**src/rtl/cdc_pkg.sv**
```systemverilog
// shared types, constants and table functions of the calendar date counter
`default_nettype none

package cdc_pkg;

    localparam int unsigned YEAR_W  = 14;
    localparam int unsigned MONTH_W = 4;
    localparam int unsigned DAY_W   = 5;
    localparam int unsigned ORD_W   = 9;
    localparam int unsigned WDAY_W  = 3;
    localparam int unsigned QUOT_W  = 7;
    localparam int unsigned PROD_W  = 27;

    localparam logic [YEAR_W-1:0]  YEAR_MIN    = 14'd1;
    localparam logic [YEAR_W-1:0]  YEAR_MAX    = 14'd9999;
    localparam logic [MONTH_W-1:0] MONTH_FIRST = 4'd1;
    localparam logic [MONTH_W-1:0] MONTH_FEB   = 4'd2;
    localparam logic [MONTH_W-1:0] MONTH_LAST  = 4'd12;
    localparam logic [DAY_W-1:0]   DAY_FIRST   = 5'd1;
    localparam logic [DAY_W-1:0]   DEC_LAST    = 5'd31;

    // floor(y / 100) == (y * 5243) >> 19 for every 14-bit y
    localparam logic [12:0]     DIV100_MUL   = 13'd5243;
    localparam int unsigned     DIV100_SHIFT = 19;

    typedef enum logic [1:0] {
        CMD_LOAD  = 2'd0,
        CMD_NEXT  = 2'd1,
        CMD_PREV  = 2'd2,
        CMD_QUERY = 2'd3
    } t_cmd;

    typedef enum logic [3:0] {
        ST_IDLE,
        ST_YEAR,
        ST_DIV,
        ST_DATE,
        ST_ORD,
        ST_YY,
        ST_WDIV,
        ST_WSUM,
        ST_MOD,
        ST_OUT
    } t_state;

    typedef enum logic [1:0] {
        AOP_YEAR,
        AOP_ORD,
        AOP_YY,
        AOP_WSUM
    } t_alu_op;

    // weekday sum terms, added or subtracted one per cycle after the adjusted year
    typedef enum logic [2:0] {
        TRM_QUART,
        TRM_CENT,
        TRM_QUAD,
        TRM_MONTH,
        TRM_DAY
    } t_term;

    typedef struct packed {
        logic    ord_done;
        logic    wsum_done;
    } t_stat;

    typedef struct packed {
        logic    in_ready;
        logic    out_valid;
        t_alu_op alu_op;
        logic    year_we;
        logic    div_we;
        logic    div_src_yy;
        logic    date_we;
        logic    ord_we;
        logic    yy_we;
        logic    wsum_init;
        logic    wsum_we;
        logic    wd_we;
    } t_ctrl;

    function automatic logic [DAY_W-1:0] month_len(input logic leap,
                                                   input logic [MONTH_W-1:0] m);
        logic [DAY_W-1:0] len;
        begin
            case (m)
                4'd2:    len = leap ? 5'd29 : 5'd28;
                4'd4:    len = 5'd30;
                4'd6:    len = 5'd30;
                4'd9:    len = 5'd30;
                4'd11:   len = 5'd30;
                default: len = 5'd31;
            endcase
            return len;
        end
    endfunction

    // (13 * mm + 8) / 5 with january and february counted as months 13 and 14
    function automatic logic [5:0] zeller_term(input logic [MONTH_W-1:0] m);
        logic [5:0] t;
        begin
            case (m)
                4'd1:    t = 6'd35;
                4'd2:    t = 6'd38;
                4'd3:    t = 6'd9;
                4'd4:    t = 6'd12;
                4'd5:    t = 6'd14;
                4'd6:    t = 6'd17;
                4'd7:    t = 6'd19;
                4'd8:    t = 6'd22;
                4'd9:    t = 6'd25;
                4'd10:   t = 6'd27;
                4'd11:   t = 6'd30;
                4'd12:   t = 6'd32;
                default: t = 6'd0;
            endcase
            return t;
        end
    endfunction

endpackage

`default_nettype wire

```
**src/rtl/cdc_alu.sv**
```systemverilog
// shared add/subtract unit of the calendar date counter
`default_nettype none

module cdc_alu (
    input  wire logic [cdc_pkg::YEAR_W-1:0] i_a,
    input  wire logic [cdc_pkg::YEAR_W-1:0] i_b,
    input  wire logic                       i_sub,
    output logic      [cdc_pkg::YEAR_W-1:0] o_sum
);
    import cdc_pkg::*;

    always_comb begin
        if (i_sub) begin
            o_sum = i_a - i_b;
        end else begin
            o_sum = i_a + i_b;
        end
    end

endmodule

`default_nettype wire

```
**src/rtl/cdc_ctrl.sv**
```systemverilog
// sequencer of the calendar date counter
`default_nettype none

module cdc_ctrl (
    input  wire logic           i_clk,
    input  wire logic           i_rst_n,
    input  wire logic           i_valid,
    input  wire logic           i_ready,
    input  wire cdc_pkg::t_stat i_stat,
    output cdc_pkg::t_ctrl      o_ctrl
);
    import cdc_pkg::*;

    t_state r_state;
    t_state n_state;

    always_ff @(posedge i_clk) begin
        if (!i_rst_n) begin
            r_state <= ST_IDLE;
        end else begin
            r_state <= n_state;
        end
    end

    always_comb begin
        n_state = r_state;
        case (r_state)
            ST_IDLE: begin
                if (i_valid) begin
                    n_state = ST_YEAR;
                end
            end
            ST_YEAR: n_state = ST_DIV;
            ST_DIV:  n_state = ST_DATE;
            ST_DATE: n_state = ST_ORD;
            ST_ORD: begin
                if (i_stat.ord_done) begin
                    n_state = ST_YY;
                end
            end
            ST_YY:   n_state = ST_WDIV;
            ST_WDIV: n_state = ST_WSUM;
            ST_WSUM: begin
                if (i_stat.wsum_done) begin
                    n_state = ST_MOD;
                end
            end
            ST_MOD:  n_state = ST_OUT;
            ST_OUT: begin
                if (i_ready) begin
                    n_state = ST_IDLE;
                end
            end
            default: n_state = ST_IDLE;
        endcase
    end

    always_comb begin
        o_ctrl            = '0;
        o_ctrl.alu_op     = AOP_WSUM;
        case (r_state)
            ST_IDLE: o_ctrl.in_ready = 1'b1;
            ST_YEAR: begin
                o_ctrl.alu_op  = AOP_YEAR;
                o_ctrl.year_we = 1'b1;
            end
            ST_DIV:  o_ctrl.div_we = 1'b1;
            ST_DATE: o_ctrl.date_we = 1'b1;
            ST_ORD: begin
                o_ctrl.alu_op = AOP_ORD;
                o_ctrl.ord_we = !i_stat.ord_done;
            end
            ST_YY: begin
                o_ctrl.alu_op = AOP_YY;
                o_ctrl.yy_we  = 1'b1;
            end
            ST_WDIV: begin
                o_ctrl.div_we     = 1'b1;
                o_ctrl.div_src_yy = 1'b1;
                o_ctrl.wsum_init  = 1'b1;
            end
            ST_WSUM: o_ctrl.wsum_we = 1'b1;
            ST_MOD:  o_ctrl.wd_we = 1'b1;
            ST_OUT:  o_ctrl.out_valid = 1'b1;
            default: o_ctrl.in_ready = 1'b0;
        endcase
    end

endmodule

`default_nettype wire

```
**src/rtl/calendar_date_counter.sv**
```systemverilog
// top level of the gregorian calendar date counter
//
// holds one date (year, month, day), reset to 0001-01-01. each input request
// carries a command: load a date (clamped to a valid date), step one day
// forward, step one day back, or query. every request returns one result:
// the date after the command, its day of year and its day of week (0 sunday).
// stepping past 0001-01-01 or 9999-12-31 leaves the date unchanged.
//
// both channels use valid/ready. a request is taken only while the block is
// idle; it then walks through a small sequencer that shares one 14-bit adder:
// year step, a registered multiply for the divide by 100, the date update, one
// adder step per preceding month for the day of year, the adjusted year and its
// divide by 100, then one step for each of the five weekday terms and a mod 7
// fold. the result holds on the outputs while the receiver stalls and no new
// request is taken until it is delivered. a synchronous reset drops any
// request in flight and restores 0001-01-01.
`default_nettype none

module calendar_date_counter (
    input  wire logic                        i_clk,
    input  wire logic                        i_rst_n,
    input  wire logic                        i_valid,
    output logic                             o_ready,
    input  wire logic [1:0]                  i_cmd,
    input  wire logic [cdc_pkg::YEAR_W-1:0]  i_load_year,
    input  wire logic [cdc_pkg::MONTH_W-1:0] i_load_month,
    input  wire logic [cdc_pkg::DAY_W-1:0]   i_load_day,
    output logic                             o_valid,
    input  wire logic                        i_ready,
    output logic [cdc_pkg::YEAR_W-1:0]       o_year_out,
    output logic [cdc_pkg::MONTH_W-1:0]      o_month_out,
    output logic [cdc_pkg::DAY_W-1:0]        o_day_out,
    output logic [cdc_pkg::ORD_W-1:0]        o_ordinal_day,
    output logic [cdc_pkg::WDAY_W-1:0]       o_weekday
);
    import cdc_pkg::*;

    t_ctrl ctrl;
    t_stat stat;

    // request capture (payload, no reset)
    t_cmd                r_cmd;
    logic [YEAR_W-1:0]   r_ld_year;
    logic [MONTH_W-1:0]  r_ld_month;
    logic [DAY_W-1:0]    r_ld_day;

    // date state
    logic [YEAR_W-1:0]   r_year;
    logic [MONTH_W-1:0]  r_month;
    logic [DAY_W-1:0]    r_day;
    logic [YEAR_W-1:0]   n_year;
    logic [MONTH_W-1:0]  n_month;
    logic [DAY_W-1:0]    n_day;

    // work registers
    logic                r_roll;
    logic [QUOT_W-1:0]   r_q100;
    logic                r_leap;
    logic [ORD_W-1:0]    r_ord;
    logic [MONTH_W-1:0]  r_mcnt;
    logic [YEAR_W-1:0]   r_yy;
    logic [YEAR_W-1:0]   r_wsum;
    t_term               r_term;
    t_term               n_term;
    logic [WDAY_W-1:0]   r_weekday;

    logic [YEAR_W-1:0]   alu_a;
    logic [YEAR_W-1:0]   alu_b;
    logic                alu_sub;
    logic [YEAR_W-1:0]   alu_sum;

    logic                fwd_roll;
    logic                back_roll;
    logic [YEAR_W-1:0]   ld_year_cl;
    logic [MONTH_W-1:0]  ld_month_cl;
    logic [YEAR_W-1:0]   hundreds;
    logic                leap_now;
    logic [MONTH_W-1:0]  month_sel;
    logic [DAY_W-1:0]    len_sel;
    logic [YEAR_W-1:0]   term_val;

    logic [YEAR_W-1:0]   mul_in;
    logic [PROD_W-1:0]   prod;
    logic [PROD_W-1:0]   prod_sh;

    logic [4:0]          fold1;
    logic [3:0]          fold2;
    logic [WDAY_W-1:0]   wd_val;

    cdc_ctrl u_ctrl (
        .i_clk   (i_clk),
        .i_rst_n (i_rst_n),
        .i_valid (i_valid),
        .i_ready (i_ready),
        .i_stat  (stat),
        .o_ctrl  (ctrl)
    );

    cdc_alu u_alu (
        .i_a   (alu_a),
        .i_b   (alu_b),
        .i_sub (alu_sub),
        .o_sum (alu_sum)
    );

    assign o_ready = ctrl.in_ready;
    assign o_valid = ctrl.out_valid;

    assign stat.ord_done  = (r_mcnt == r_month);
    assign stat.wsum_done = (r_term == TRM_DAY);

    // operand select for the shared adder
    always_comb begin
        alu_a   = r_wsum;
        alu_b   = term_val;
        alu_sub = 1'b0;
        case (ctrl.alu_op)
            AOP_YEAR: begin
                alu_a   = r_year;
                alu_b   = YEAR_MIN;
                alu_sub = (r_cmd == CMD_PREV);
            end
            AOP_ORD: begin
                alu_a = {{(YEAR_W-ORD_W){1'b0}}, r_ord};
                alu_b = {{(YEAR_W-DAY_W){1'b0}}, month_len(r_leap, r_mcnt)};
            end
            AOP_YY: begin
                alu_a   = r_year;
                alu_b   = YEAR_MIN;
                alu_sub = 1'b1;
            end
            AOP_WSUM: begin
                alu_a   = r_wsum;
                alu_b   = term_val;
                alu_sub = (r_term == TRM_CENT);
            end
            default: alu_sub = 1'b0;
        endcase
    end

    // divide by 100 through a constant reciprocal, registered below
    assign mul_in  = ctrl.div_src_yy ? r_yy : r_year;
    assign prod    = {{(PROD_W-YEAR_W){1'b0}}, mul_in} * {{(PROD_W-13){1'b0}}, DIV100_MUL};
    assign prod_sh = prod >> DIV100_SHIFT;

    // leap year from the year and its quotient by 100: 100 * q as shifts
    assign hundreds = {1'b0, r_q100, 6'b0} + {2'b0, r_q100, 5'b0}
                    + {{(YEAR_W-QUOT_W-2){1'b0}}, r_q100, 2'b0};
    assign leap_now = ((r_year[1:0] == 2'b00) && (r_year != hundreds))
                   || ((r_year == hundreds) && (r_q100[1:0] == 2'b00));

    // year step or load clamp
    always_comb begin
        if (r_ld_year < YEAR_MIN) begin
            ld_year_cl = YEAR_MIN;
        end else if (r_ld_year > YEAR_MAX) begin
            ld_year_cl = YEAR_MAX;
        end else begin
            ld_year_cl = r_ld_year;
        end
        fwd_roll  = (r_cmd == CMD_NEXT) && (r_month == MONTH_LAST)
                 && (r_day == DEC_LAST) && (r_year < YEAR_MAX);
        back_roll = (r_cmd == CMD_PREV) && (r_month == MONTH_FIRST)
                 && (r_day == DAY_FIRST) && (r_year > YEAR_MIN);
        if (r_cmd == CMD_LOAD) begin
            n_year = ld_year_cl;
        end else if (fwd_roll || back_roll) begin
            n_year = alu_sum;
        end else begin
            n_year = r_year;
        end
    end

    // month and day update, year already settled
    always_comb begin
        if (r_ld_month < MONTH_FIRST) begin
            ld_month_cl = MONTH_FIRST;
        end else if (r_ld_month > MONTH_LAST) begin
            ld_month_cl = MONTH_LAST;
        end else begin
            ld_month_cl = r_ld_month;
        end
        case (r_cmd)
            CMD_LOAD: month_sel = ld_month_cl;
            CMD_PREV: month_sel = r_month - MONTH_FIRST;
            default:  month_sel = r_month;
        endcase
        len_sel = month_len(leap_now, month_sel);
        n_month = r_month;
        n_day   = r_day;
        case (r_cmd)
            CMD_LOAD: begin
                n_month = ld_month_cl;
                if (r_ld_day < DAY_FIRST) begin
                    n_day = DAY_FIRST;
                end else if (r_ld_day > len_sel) begin
                    n_day = len_sel;
                end else begin
                    n_day = r_ld_day;
                end
            end
            CMD_NEXT: begin
                if (r_day < len_sel) begin
                    n_day = r_day + DAY_FIRST;
                end else if (r_month < MONTH_LAST) begin
                    n_month = r_month + MONTH_FIRST;
                    n_day   = DAY_FIRST;
                end else if (r_roll) begin
                    n_month = MONTH_FIRST;
                    n_day   = DAY_FIRST;
                end
            end
            CMD_PREV: begin
                if (r_day > DAY_FIRST) begin
                    n_day = r_day - DAY_FIRST;
                end else if (r_month > MONTH_FIRST) begin
                    n_month = month_sel;
                    n_day   = len_sel;
                end else if (r_roll) begin
                    n_month = MONTH_LAST;
                    n_day   = DEC_LAST;
                end
            end
            default: begin
                n_month = r_month;
                n_day   = r_day;
            end
        endcase
    end

    // weekday terms: yy/4, yy/100 (subtracted), yy/400, month term, day
    always_comb begin
        case (r_term)
            TRM_QUART: term_val = {2'b0, r_yy[YEAR_W-1:2]};
            TRM_CENT:  term_val = {{(YEAR_W-QUOT_W){1'b0}}, r_q100};
            TRM_QUAD:  term_val = {{(YEAR_W-QUOT_W+2){1'b0}}, r_q100[QUOT_W-1:2]};
            TRM_MONTH: term_val = {{(YEAR_W-6){1'b0}}, zeller_term(r_month)};
            TRM_DAY:   term_val = {{(YEAR_W-DAY_W){1'b0}}, r_day};
            default:   term_val = '0;
        endcase
        case (r_term)
            TRM_QUART: n_term = TRM_CENT;
            TRM_CENT:  n_term = TRM_QUAD;
            TRM_QUAD:  n_term = TRM_MONTH;
            TRM_MONTH: n_term = TRM_DAY;
            default:   n_term = TRM_DAY;
        endcase
    end

    // mod 7 by folding octal digits, since 8 is 1 mod 7
    always_comb begin
        fold1 = {2'b0, r_wsum[2:0]} + {2'b0, r_wsum[5:3]} + {2'b0, r_wsum[8:6]}
              + {2'b0, r_wsum[11:9]} + {3'b0, r_wsum[13:12]};
        fold2 = {1'b0, fold1[2:0]} + {2'b0, fold1[4:3]};
        if (fold2 >= 4'd7) begin
            wd_val = fold2[2:0] - 3'd7;
        end else begin
            wd_val = fold2[2:0];
        end
    end

    // date state, reset to 0001-01-01
    always_ff @(posedge i_clk) begin
        if (!i_rst_n) begin
            r_year  <= YEAR_MIN;
            r_month <= MONTH_FIRST;
            r_day   <= DAY_FIRST;
        end else begin
            if (ctrl.year_we) begin
                r_year <= n_year;
            end
            if (ctrl.date_we) begin
                r_month <= n_month;
                r_day   <= n_day;
            end
        end
    end

    // payload and work registers
    always_ff @(posedge i_clk) begin
        if (ctrl.in_ready && i_valid) begin
            r_cmd      <= t_cmd'(i_cmd);
            r_ld_year  <= i_load_year;
            r_ld_month <= i_load_month;
            r_ld_day   <= i_load_day;
        end
        if (ctrl.year_we) begin
            r_roll <= fwd_roll || back_roll;
        end
        if (ctrl.div_we) begin
            r_q100 <= prod_sh[QUOT_W-1:0];
        end
        if (ctrl.date_we) begin
            r_leap <= leap_now;
            r_ord  <= {{(ORD_W-DAY_W){1'b0}}, n_day};
            r_mcnt <= MONTH_FIRST;
        end
        if (ctrl.ord_we) begin
            r_ord  <= alu_sum[ORD_W-1:0];
            r_mcnt <= r_mcnt + MONTH_FIRST;
        end
        if (ctrl.yy_we) begin
            r_yy <= (r_month <= MONTH_FEB) ? alu_sum : r_year;
        end
        if (ctrl.wsum_init) begin
            r_wsum <= r_yy;
            r_term <= TRM_QUART;
        end
        if (ctrl.wsum_we) begin
            r_wsum <= alu_sum;
            r_term <= n_term;
        end
        if (ctrl.wd_we) begin
            r_weekday <= wd_val;
        end
    end

    assign o_year_out    = r_year;
    assign o_month_out   = r_month;
    assign o_day_out     = r_day;
    assign o_ordinal_day = r_ord;
    assign o_weekday     = r_weekday;

endmodule

`default_nettype wire

```
**config.mk**
```make
export PLATFORM = sky130hd
export DESIGN_NAME = calendar_date_counter
export DESIGN_NICKNAME = d
export VERILOG_FILES = /design/src/rtl/cdc_pkg.sv /design/src/rtl/cdc_alu.sv /design/src/rtl/cdc_ctrl.sv /design/src/rtl/calendar_date_counter.sv
export SDC_FILE = /design/constraint.sdc
export NUM_CORES = 1
export LEC_CHECK = 0
export ABC_AREA = 1
export BUFFER_PORTS_ARGS = -buffer_cell sky130_fd_sc_hd__buf_2
export CORE_MARGIN = 3
export CORE_UTILIZATION = 32
export DETAILED_ROUTE_END_ITERATION = 6
export GPL_TIMING_DRIVEN = 0
export RECOVER_POWER = 25
export SLEW_MARGIN = 20
export SYNTH_ARGS = -nofsm -noshare
export SYNTH_HDL_FRONTEND = slang
export SYNTH_SLANG_ARGS = --single-unit
```
**constraint.sdc**
```tcl
create_clock -name i_clk -period 7.85 [get_ports i_clk]
set_input_delay 0 -clock i_clk [delete_from_list [all_inputs] [get_ports i_clk]]
set_output_delay 0 -clock i_clk [all_outputs]
set_load 0.02 [all_outputs]
```
==> run_results.csv, run 1 <==
group,metric,value,unit
outcome,status,"finished, final reports clean",
logic_synthesis,ys_seq_elements,114,
clock_tree,clk_latency,0.43,ns
clock_tree,cts_resized,0,
logic_synthesis,syn_area,0.01148,sq mm
floorplanning,row_count,68,
placed_design,portBuffers,64,
worst_setup_path,path_max_fanout,10,
logic_synthesis,yosysWarnings,0,
drt,drtPass1Iterations,5,
min_path,hold_path.class,"input pin to flip-flop",
clock_tree,htreeDepth,4,
clock_tree,post-cts-setup-buffers,0,
clock_tree,cts_sinks,114,
final_layout,fin_nets,1747,
drt,vias_per_cell,4.968,
min_path,hold_start,"i_rst_n",
drt,wl_per_cell,16.20,um
floorplanning,die_w,195.4,um
worst_setup_path,setup.worst_path.start,"u_ctrl.r_state[2]",
drt,routed_wl,31.82,mm
drt,drc,0,
floorplanning,core-area,0.03497,sq mm
worst_setup_path,rr_endpoint,"r_q100[6]",
grt,overflow,0,
final_layout,syn2layout_area_growth,14.92,%
timing,period_minus_slack,6.886,ns
clock_tree,cts_buffers,17,
logic_synthesis,synth_seq_area_share,26.94,%
floorplanning,die_h,195.4,um
worst_setup_path,timing.rr.start,"u_ctrl.r_state[2]",
grt,grt_pass1_vias,9334,
job,drv_cap,0,
timing,tightest_slew,1.117,ns
final_layout,drive_above_1_share,8.217,%
grt,grt_util_all_layers,16.49,%
timing,fin_setup_tns,0,ns
worst_setup_path,crit_type,"flip-flop to flip-flop",
clock_tree,clockBufferDepth,2,
final_layout,finish.utilization,37.73,%
min_path,hold_depth,3,
final_layout,insertedDiodeCount,0,
min_path,min_to,"o_year_out[4]",
timing,hold_ws,0.02102,ns
placed_design,gp_congestion,0.9273,
worst_setup_path,r2r_cells,27,
logic_synthesis,synth_edf_count,81,
logic_synthesis,synth_flop_cell,"edfxtp_1",
worst_setup_path,worstPathArrival,7.05,ns
grt,grt_max_degree,26,
timing,fin_crit_sh,87.72,%
drt,drt.antenna.violating_nets,0,
timing,hold_viol_final,0,
logic_synthesis,postSynthCellCount,1386,
logic_synthesis,yosysUniqueCellTypes,58,
clock_tree,hold_buffers,26,
floorplanning,dieArea,0.03818,sq mm
worst_setup_path,critPathLaunchType,"flip-flop",
worst_setup_path,required,8.02,ns
placed_design,post-dp-hpwl,26.34,mm
floorplanning,io_pins,66,
logic_synthesis,syn_avg_cell_area,8.283,sq um
worst_setup_path,reg2reg_slack,0.96,ns
timing,relSlewSlack,24.75,%
drt,via_count,9758,
floorplanning,initial_core_util,32.83,%
grt,grt_pass1_wl,50.14,mm
timing,drv_slew,0,
timing,finalSetupViolations,0,
logic_synthesis,syn-num-nets,1637,
timing,fin_skew,0.009615,ns
timing,rsz0062_at_grt,"no",
timing,fmax,145.2,MHz
grt,antenna_found_initial,0,
clock_tree,root_buffer,"clkbuf_16",
logic_synthesis,synth_async_sr_flop_share,0,%
clock_tree,clkTransAtPathRegs,0.06,ns
drt,drt_iter0_drc,931,
worst_setup_path,endpoint_kind,"flip-flop",
clock_tree,cts_tree,"built",
==> worst max-delay path, stage by stage, from the launching register on <==
cell and delay, ns:
dfxtp_1 0.39, inv_1 0.11, nor2_4 0.17, nand2_1 0.29, clkbuf_1 0.31, o21ai_0 0.86
inv_1 0.27, ha_1 0.41, inv_1 0.06, fa_1 0.47, fa_1 0.51, inv_1 0.04
ha_1 0.26, inv_1 0.05, fa_1 0.53, inv_1 0.04, ha_1 0.26, nand2_1 0.06
inv_1 0.05, nand4_1 0.09, o211ai_1 0.18, a31oi_1 0.16, o21ai_0 0.36, nand2_1 0.09
nand2_1 0.11, nand3_1 0.10, o21ai_0 0.24, xor2_1 0.12
==> sequential cells by signal, indices dropped and copies added, names as in the netlist, 4 cells and up, named ones only <==
| name | count |
|---|---|
| r_mcnt | 4 |
| r_wsum | 14 |
| r_ld_year | 14 |
| u_ctrl.r_state | 4 |
| o_year_out | 14 |
| r_ld_day | 5 |
| o_month_out | 4 |
| o_day_out | 5 |
| r_q100 | 7 |
| o_ordinal_day | 9 |
| r_yy | 14 |
| r_ld_month | 4 |
==> routing by layer <==
metal / part of all wire [%] / wire length (um) / GRT usage [%] / up-vias
li1: - / - / - / 4793
met1: 47 / 14940 / 23.90 / 4589
met2: 45 / 14260 / 25.86 / 350
met3: 7.0 / 2231 / 3.037 / 26
met4: 1.2 / 390 / 3.169 / 0
met5: 0 / 0 / 0 / -
==> worst max path at each step <==
stage / to / slack, ns / cells after the start
floorplan: r_q100[5] / 2.32 / 28
global placement: r_q100[6] / 1.02 / 27
detailed placement: r_q100[6] / 0.85 / 27
CTS: r_q100[6] / 0.83 / 27
global route: r_q100[6] / 0.48 / 27
finish: r_q100[6] / 0.96 / 27
==> metrics by stage <==
| step | cell area, sq um | setup slack [ns] | instances |
|---|---|---|---|
| global placement | 12370 | 1.018 | 1905 |
| detailed placement | 12400 | 0.8467 | 1906 |
| floorplan | 11480 | 2.320 | 1386 |
| global route | 13190 | 0.4815 | 1964 |
| CTS | 13240 | 0.8264 | 1964 |
| finish | 13190 | 0.9642 | 1964 |
==> area by class of cell <==
cell class / count / area (sq um)
fill: 3522 / 21780
multi-input combinational: 972 / 7252
sequential: 114 / 3093
inverter: 282 / 1060
tap: 455 / 569.3
timing repair buffer: 91 / 554.3
clock buffer: 18 / 429.2
clock inverter: 14 / 155.1
buffer: 18 / 80.08
==> cell usage in the layout (no fill, tap or decap), types with 11 or more instances in the layout <==
cell type      instances
ha_1                 146
inv_2                 14
o21ai_0              106
a21oi_1               72
dfxtp_1               33
edfxtp_1              81
fa_1                  76
nand3_1               51
xnor2_1               18
dlygate4sd3_1         26
o21ai_1               12
xor2_1                30
nand4_1               14
nor3_1                17
a31oi_1               11
clkbuf_16             17
buf_2                 32
clkbuf_1              49
inv_1                265
o22ai_1               12
nand2_1              238
nor2_1                78
==> cells in the mapped netlist, types with 15 or more instances <==
library cell	n	share of area (%)
fa_1	76	13
clkbuf_1	15	0.49
nand3_1	51	2.2
nand2_1	238	7.8
dfxtp_1	33	5.8
inv_1	265	8.7
o21ai_0	110	4.8
xor2_1	30	2.3
nor2_1	80	2.6
edfxtp_1	81	21
xnor2_1	18	1.4
ha_1	146	16
a21oi_1	72	3.1
nor3_1	17	0.74
==> kinds of logic (layout without fill, tap and decap cells) <==
kind of cell               count (synthesis)  in the layout  synth area share (%)
AOI/OAI and AO/OA                        258            258                 12.96
adders and majority gates                222            222                 29.17
xor gates and xnor gates                  48             48                 3.662
and+or+nand+nor                          443            443                 17.24
DFF                                      114            114                 26.94
muxes                                      1              1               0.09809
buffers and inverters                    300            423                 9.929
Power of run 1 is not shown: default switching activity piles up to over one toggle a cycle in this logic, so the estimate is an artifact.
==> run 2, diff against run 1 <==
--- a/config.mk
+++ b/config.mk
@@ -11,6 +11,7 @@
 export CORE_UTILIZATION = 32
 export DETAILED_ROUTE_END_ITERATION = 6
 export GPL_TIMING_DRIVEN = 0
+export PLACE_DENSITY = 0.53
 export RECOVER_POWER = 25
 export SLEW_MARGIN = 20
 export SYNTH_ARGS = -nofsm -noshare
==> run_results.csv, run 2 (synthesized netlist as in run 1, its figures left out) <==
group,metric,value,unit
outcome,status,"finished, final reports clean",
floorplanning,io_pins,66,
timing,fin_setup_tns,0,ns
drt,routed_wl,32.62,mm
grt,antenna_found_initial,0,
final_layout,layout_commonest_cell,"inv_1",
timing,relSlewSlack,31.76,%
timing,timing.final.ws_setup,0.8861,ns
timing,finalSetupViolations,0,
drt,drtPass1Iterations,5,
drt,drt_iter0_drc,794,
placed_design,gp_congestion,0.9217,
floorplanning,dieArea,0.03818,sq mm
floorplanning,die_h,195.4,um
worst_setup_path,crit_type,"flip-flop to flip-flop",
clock_tree,cts_buffers,17,
clock_tree,post-cts-setup-buffers,0,
timing,fin_crit_sh,88.71,%
grt,grt_util_all_layers,17.29,%
floorplanning,row_count,68,
final_layout,fin_nets,1748,
worst_setup_path,worstPathArrival,7.13,ns
timing,period_minus_slack,6.964,ns
worst_setup_path,slowest_delay,0.85,ns
grt,grt_pass1_vias,9422,
worst_setup_path,path_max_fanout,10,
worst_setup_path,required,8.02,ns
timing,hold_viol_final,0,
clock_tree,cts_resized,0,
timing,drv_slew,0,
clock_tree,cts_sinks,114,
final_layout,syn2layout_area_growth,15.07,%
timing,fin_skew,0.01467,ns
clock_tree,clkTransAtPathRegs,0.06,ns
clock_tree,cts_tree,"built",
clock_tree,hold_buffers,26,
final_layout,drive_above_1_share,8.284,%
worst_setup_path,crit_top_cell,"inv_1",
grt,grt_max_degree,26,
drt,wl_per_cell,16.61,um
floorplanning,core-area,0.03497,sq mm
drt,vias_per_cell,4.933,
clock_tree,root_buffer,"clkbuf_16",
grt,grt_pass1_wl,52.07,mm
timing,fmax,143.6,MHz
worst_setup_path,r2r_cells,27,
placed_design,pre_cts_slack,0.8160,ns
floorplanning,die_w,195.4,um
clock_tree,clockBufferDepth,2,
min_path,hold_path.class,"input pin to flip-flop",
final_layout,insertedDiodeCount,0,
final_layout,mostFrequentLayoutCells,"inv_1, nand2_1, ha_1",
drt,via_count,9688,
timing,rsz0062_at_grt,"no",
min_path,hold_depth,3,
grt,overflow,0,
worst_setup_path,cp_slowest_cell,"o21ai_0",
placed_design,post-dp-hpwl,27.23,mm
worst_setup_path,critPathLaunchType,"flip-flop",
timing,tightest_slew,1.013,ns
worst_setup_path,endpoint_kind,"flip-flop",
worst_setup_path,reg2reg_slack,0.89,ns
job,drv_cap,0,
placed_design,portBuffers,64,
drt,drt.antenna.violating_nets,0,
drt,drc,0,
floorplanning,initial_core_util,32.83,%
clock_tree,htreeDepth,4,
clock_tree,clk_latency,0.43,ns
[run 2: changes by cell type in the layout (fill, tap and decap cells not counted), moves of 2 or more]
| cell | change |
|---|---|
| clkinvlp_4 | -3 |
| inv_6 | -2 |
| clkbuf_1 | -2 |
| clkinv_2 | +3 |
[run 2: final timing paths]
path	from	to
max	u_ctrl.r_state[2]	r_q100[6]
min	i_rst_n	o_year_out[8]
max reg2reg	u_ctrl.r_state[2]	r_q100[6]
min reg2reg	r_ld_year[7]	o_year_out[7]
[run 2: metrics by stage]
step                      std cells  utilization (%)  hold WS [ns]  area, sq um
after floorplan                1386                -       0.09887        11480
after global placement         1905            35.37        0.1767        12370
after detailed placement       1907            35.48        0.1781        12410
after CTS                      1964            37.91      0.009226        13260
after global routing           1964            37.78       0.05507        13210
final                          1964            37.78       0.01876        13210
[run 2: critical path, delay by kind of cell, from the launching register on]
family	cells	cell delay [ns]
compound gates	5	1.85
xor+xnor	1	0.12
fa+ha+maj	6	2.45
buf+inv	8	0.93
flops	1	0.39
simple gates	7	0.95
[run 2: metal layers]
layer | routed length, um | global-route usage, % | share of wire [%] | vias to the layer above
met5 | 0 | 0 | 0 | -
met2 | 14020 | 26.09 | 43 | 271
met1 | 16350 | 26.04 | 50 | 4606
li1 | - | - | - | 4788
met3 | 1965 | 3.226 | 6.0 | 23
met4 | 274 | 3.010 | 0.84 | 0
[run 2: cell type report]
| type | count | area [sq um] |
|---|---|---|
| inverter | 282 | 1060 |
| clock inverter | 14 | 163.9 |
| multi-input combinational | 972 | 7252 |
| buffer | 18 | 80.08 |
| timing repair buffer | 92 | 566.8 |
| fill | 3574 | 21760 |
| tap | 455 | 569.3 |
| sequential | 114 | 3093 |
| clock buffer | 17 | 425.4 |
Power of run 2 is left out for the same reason.
==> run 3, diff against run 2 <==
--- a/config.mk
+++ b/config.mk
@@ -5,7 +5,6 @@
 export SDC_FILE = /design/constraint.sdc
 export NUM_CORES = 1
 export LEC_CHECK = 0
-export ABC_AREA = 1
 export BUFFER_PORTS_ARGS = -buffer_cell sky130_fd_sc_hd__buf_2
 export CORE_MARGIN = 3
 export CORE_UTILIZATION = 32
==> run_results.csv, run 3 <==
group,metric,value,unit
outcome,status,"finished, final reports clean",
timing,tightest_slew,1.010,ns
timing,hold_ws,0.01534,ns
floorplanning,io_pins,66,
final_layout,layout_commonest_cell,"inv_1",
logic_synthesis,yosysUniqueCellTypes,83,
power_and_ir_drop,p_sw_share,51.56,%
logic_synthesis,syn_avg_cell_area,9.339,sq um
final_layout,insertedDiodeCount,0,
clock_tree,htreeDepth,4,
grt,overflow,0,
final_layout,drive_above_1_share,7.413,%
logic_synthesis,synth_top_area_share,21.21,%
logic_synthesis,synthTopCellsByCount,"inv_1, ha_1, nand2_1",
worst_setup_path,worstPathArrival,7.43,ns
clock_tree,cts_buffers,17,
timing,fin_skew,0.01230,ns
timing,period_minus_slack,7.258,ns
clock_tree,clkTransAtPathRegs,0.06,ns
timing,timing.final.ws_setup,0.5917,ns
worst_setup_path,timing.critical_path.buf_inv,6,
final_layout,fin_nets,1587,
worst_setup_path,critPathLaunchType,"flip-flop",
worst_setup_path,required,8.02,ns
worst_setup_path,crit_type,"flip-flop to flip-flop",
worst_setup_path,crit_top_cell,"fa_1",
final_layout,fillers,3548,
floorplanning,die_w,195.3,um
floorplanning,dieArea,0.03815,sq mm
logic_synthesis,synth_flop_cell,"edfxtp_1",
floorplanning,initial_core_util,32.80,%
timing,hold_viol_final,0,
power_and_ir_drop,p_seq_share,17.1,%
final_layout,final_area,0.01317,sq mm
clock_tree,clockBufferDepth,2,
grt,grt_pass1_vias,9477,
logic_synthesis,synth_seq_area_share,26.97,%
grt,antenna_found_initial,0,
placed_design,place_area,0.01237,sq mm
worst_setup_path,slowest_delay,0.54,ns
power_and_ir_drop,intPower,0.003051,W
power_and_ir_drop,p_per_area,478.3,mW/mm^2
placed_design,post-dp-hpwl,26.74,mm
grt,grt_util_all_layers,17.73,%
power_and_ir_drop,clkPwrFrac,12.0,%
worst_setup_path,crit_family,"adder cells",
drt,via_count,9321,
final_layout,multi_input_area,0.007555,sq mm
final_layout,seqCellArea,0.003093,sq mm
power_and_ir_drop,vdd_ir_drop_max,0.2162,mV
logic_synthesis,yosysWarnings,0,
clock_tree,clk_latency,0.43,ns
timing,drv_slew,0,
timing,rsz0062_at_grt,"no",
floorplanning,die_h,195.3,um
drt,drt.antenna.violating_nets,0,
drt,drc,0,
logic_synthesis,syn-num-nets,1479,
timing,fin_setup_tns,0,ns
timing,relSlewSlack,32.69,%
power_and_ir_drop,p_leak,5.945,nW
final_layout,syn2layout_area_growth,14.84,%
logic_synthesis,synth_async_sr_flop_share,0,%
timing,fin_crit_sh,92.46,%
placed_design,pre_cts_slack,0.08867,ns
logic_synthesis,ys_seq_elements,114,
logic_synthesis,postSynthCellCount,1228,
job,drv_cap,0,
drt,vias_per_cell,5.167,
logic_synthesis,yosys.area.top_type,"edfxtp_1",
logic_synthesis,yosysMostFrequentCell,"inv_1",
placed_design,gp_congestion,0.9088,
power_and_ir_drop,p_comb_share,70.9,%
drt,drtPass1Iterations,6,
floorplanning,core-area,0.03497,sq mm
worst_setup_path,path_cells,"clkbuf_1, and3_1, clkbuf_1, clkbuf_2, mux2i_1, inv_1, fa_1, ha_1, fa_1, inv_1, fa_1, fa_1, inv_1, ha_1, a21o_1, a21oi_1, o21ai_0, a32oi_1, o211ai_1, a31oi_1, nor2b_1, o21a_1, nor2_1, xnor2_1",
timing,fmax,137.8,MHz
grt,grt_max_degree,26,
logic_synthesis,synth_edf_count,81,
drt,drt_iter0_drc,816,
worst_setup_path,endpoint_kind,"flip-flop",
worst_setup_path,cp_slowest_cell,"fa_1",
drt,wl_per_cell,18.41,um
clock_tree,cts_sinks,114,
power_and_ir_drop,switchingPower,0.003248,W
floorplanning,row_count,68,
clock_tree,root_buffer,"clkbuf_16",
drt,routed_wl,33.21,mm
worst_setup_path,path_max_fanout,10,
logic_synthesis,syn_area,0.01147,sq mm
clock_tree,cts_tree,"built",
placed_design,portBuffers,64,
logic_synthesis,ys_top_cells_by_area,"edfxtp_1, ha_1, fa_1, dfxtp_1, inv_1",
timing,finalSetupViolations,0,
final_layout,finish.utilization,37.66,%
grt,grt_pass1_wl,53.10,mm
min_path,hold_path.class,"input pin to flip-flop",
final_layout,mostFrequentLayoutCells,"inv_1, ha_1, nand2_1",
run 3: worst paths after layout:
check                         start  cells after the start           endpoint  slack [ns]
setup / recovery  u_ctrl.r_state[1]                     24          r_q100[6]        0.59
hold / removal              i_valid                      3  u_ctrl.r_state[2]        0.02
setup reg to reg  u_ctrl.r_state[1]                     24          r_q100[6]        0.59
hold reg to reg       r_ld_year[12]                      2     o_year_out[12]        0.59
run 3: what timing repair did:
action                     CTS  global route
buffers inserted             0             0
setup endpoints to repair    0             4
gates resized for setup      0             4
hold buffers                25             0
hold endpoints to repair    25             0
run 3: kinds of logic after synthesis:
| logic type | Yosys count | share of synthesized area (%) |
|---|---|---|
| and+or+nand+nor | 300 | 12.48 |
| AOI/OAI and AO/OA | 271 | 15.63 |
| buffers and inverters | 223 | 7.397 |
| adders and majority gates | 222 | 29.19 |
| DFF | 114 | 26.97 |
| xor gates and xnor gates | 58 | 4.429 |
| muxes | 40 | 3.895 |
run 3: worst reg2reg max path, delay by kind of cell, from the launching register on:
family | cells | cell delay [ns]
AOI/OAI and AO/OA | 7 | 1.54
xor gates and xnor gates | 1 | 0.09
adders and majority gates | 6 | 2.56
buffers and inverters | 6 | 1.41
DFF | 1 | 0.40
muxes | 1 | 0.54
and+or+nand+nor | 3 | 0.49
run 3: stage by stage:
step | power [W] | std cells
6_report | 0.006299 | 1804
4_1_cts | 0.006326 | 1804
2_1_floorplan | 0.004209 | 1228
3_5_place_dp | 0.005518 | 1747
3_3_place_gp | 0.005464 | 1747
5_1_grt | 0.007013 | 1804
run 3: layout make-up:
class	instances	share of cell area [%]
plain buffers	47	1.435
clock buffers	21	3.582
clock inverters	11	0.7790
inverters	176	5.016
multi-input cells	891	57.36
flip-flops and latches	114	23.48
well taps	455	4.323
repair buffers	89	4.019
run 3: per-layer routing:
metal  GRT usage (%)  share of wire [%]  vias up
li1                -                  -     4507
met1           25.69                 48     4479
met2           27.62                 45      294
met3           2.605                5.2       41
met4           4.991                1.8        0
met5               0                  0        -
run 3: power groups by stage:
stage | Clock, W | Combinational [W] | Sequential [W]
final | 0.000759 | 0.00446 | 0.00108
after global routing | 0.000800 | 0.00512 | 0.00109
after CTS | 0.000770 | 0.00448 | 0.00107
after detailed placement | 0 | 0.00443 | 0.00108
after global placement | 0 | 0.00438 | 0.00109
after floorplan | 0 | 0.00316 | 0.00105
No activity file was read; power rests on OpenSTA's default activity.
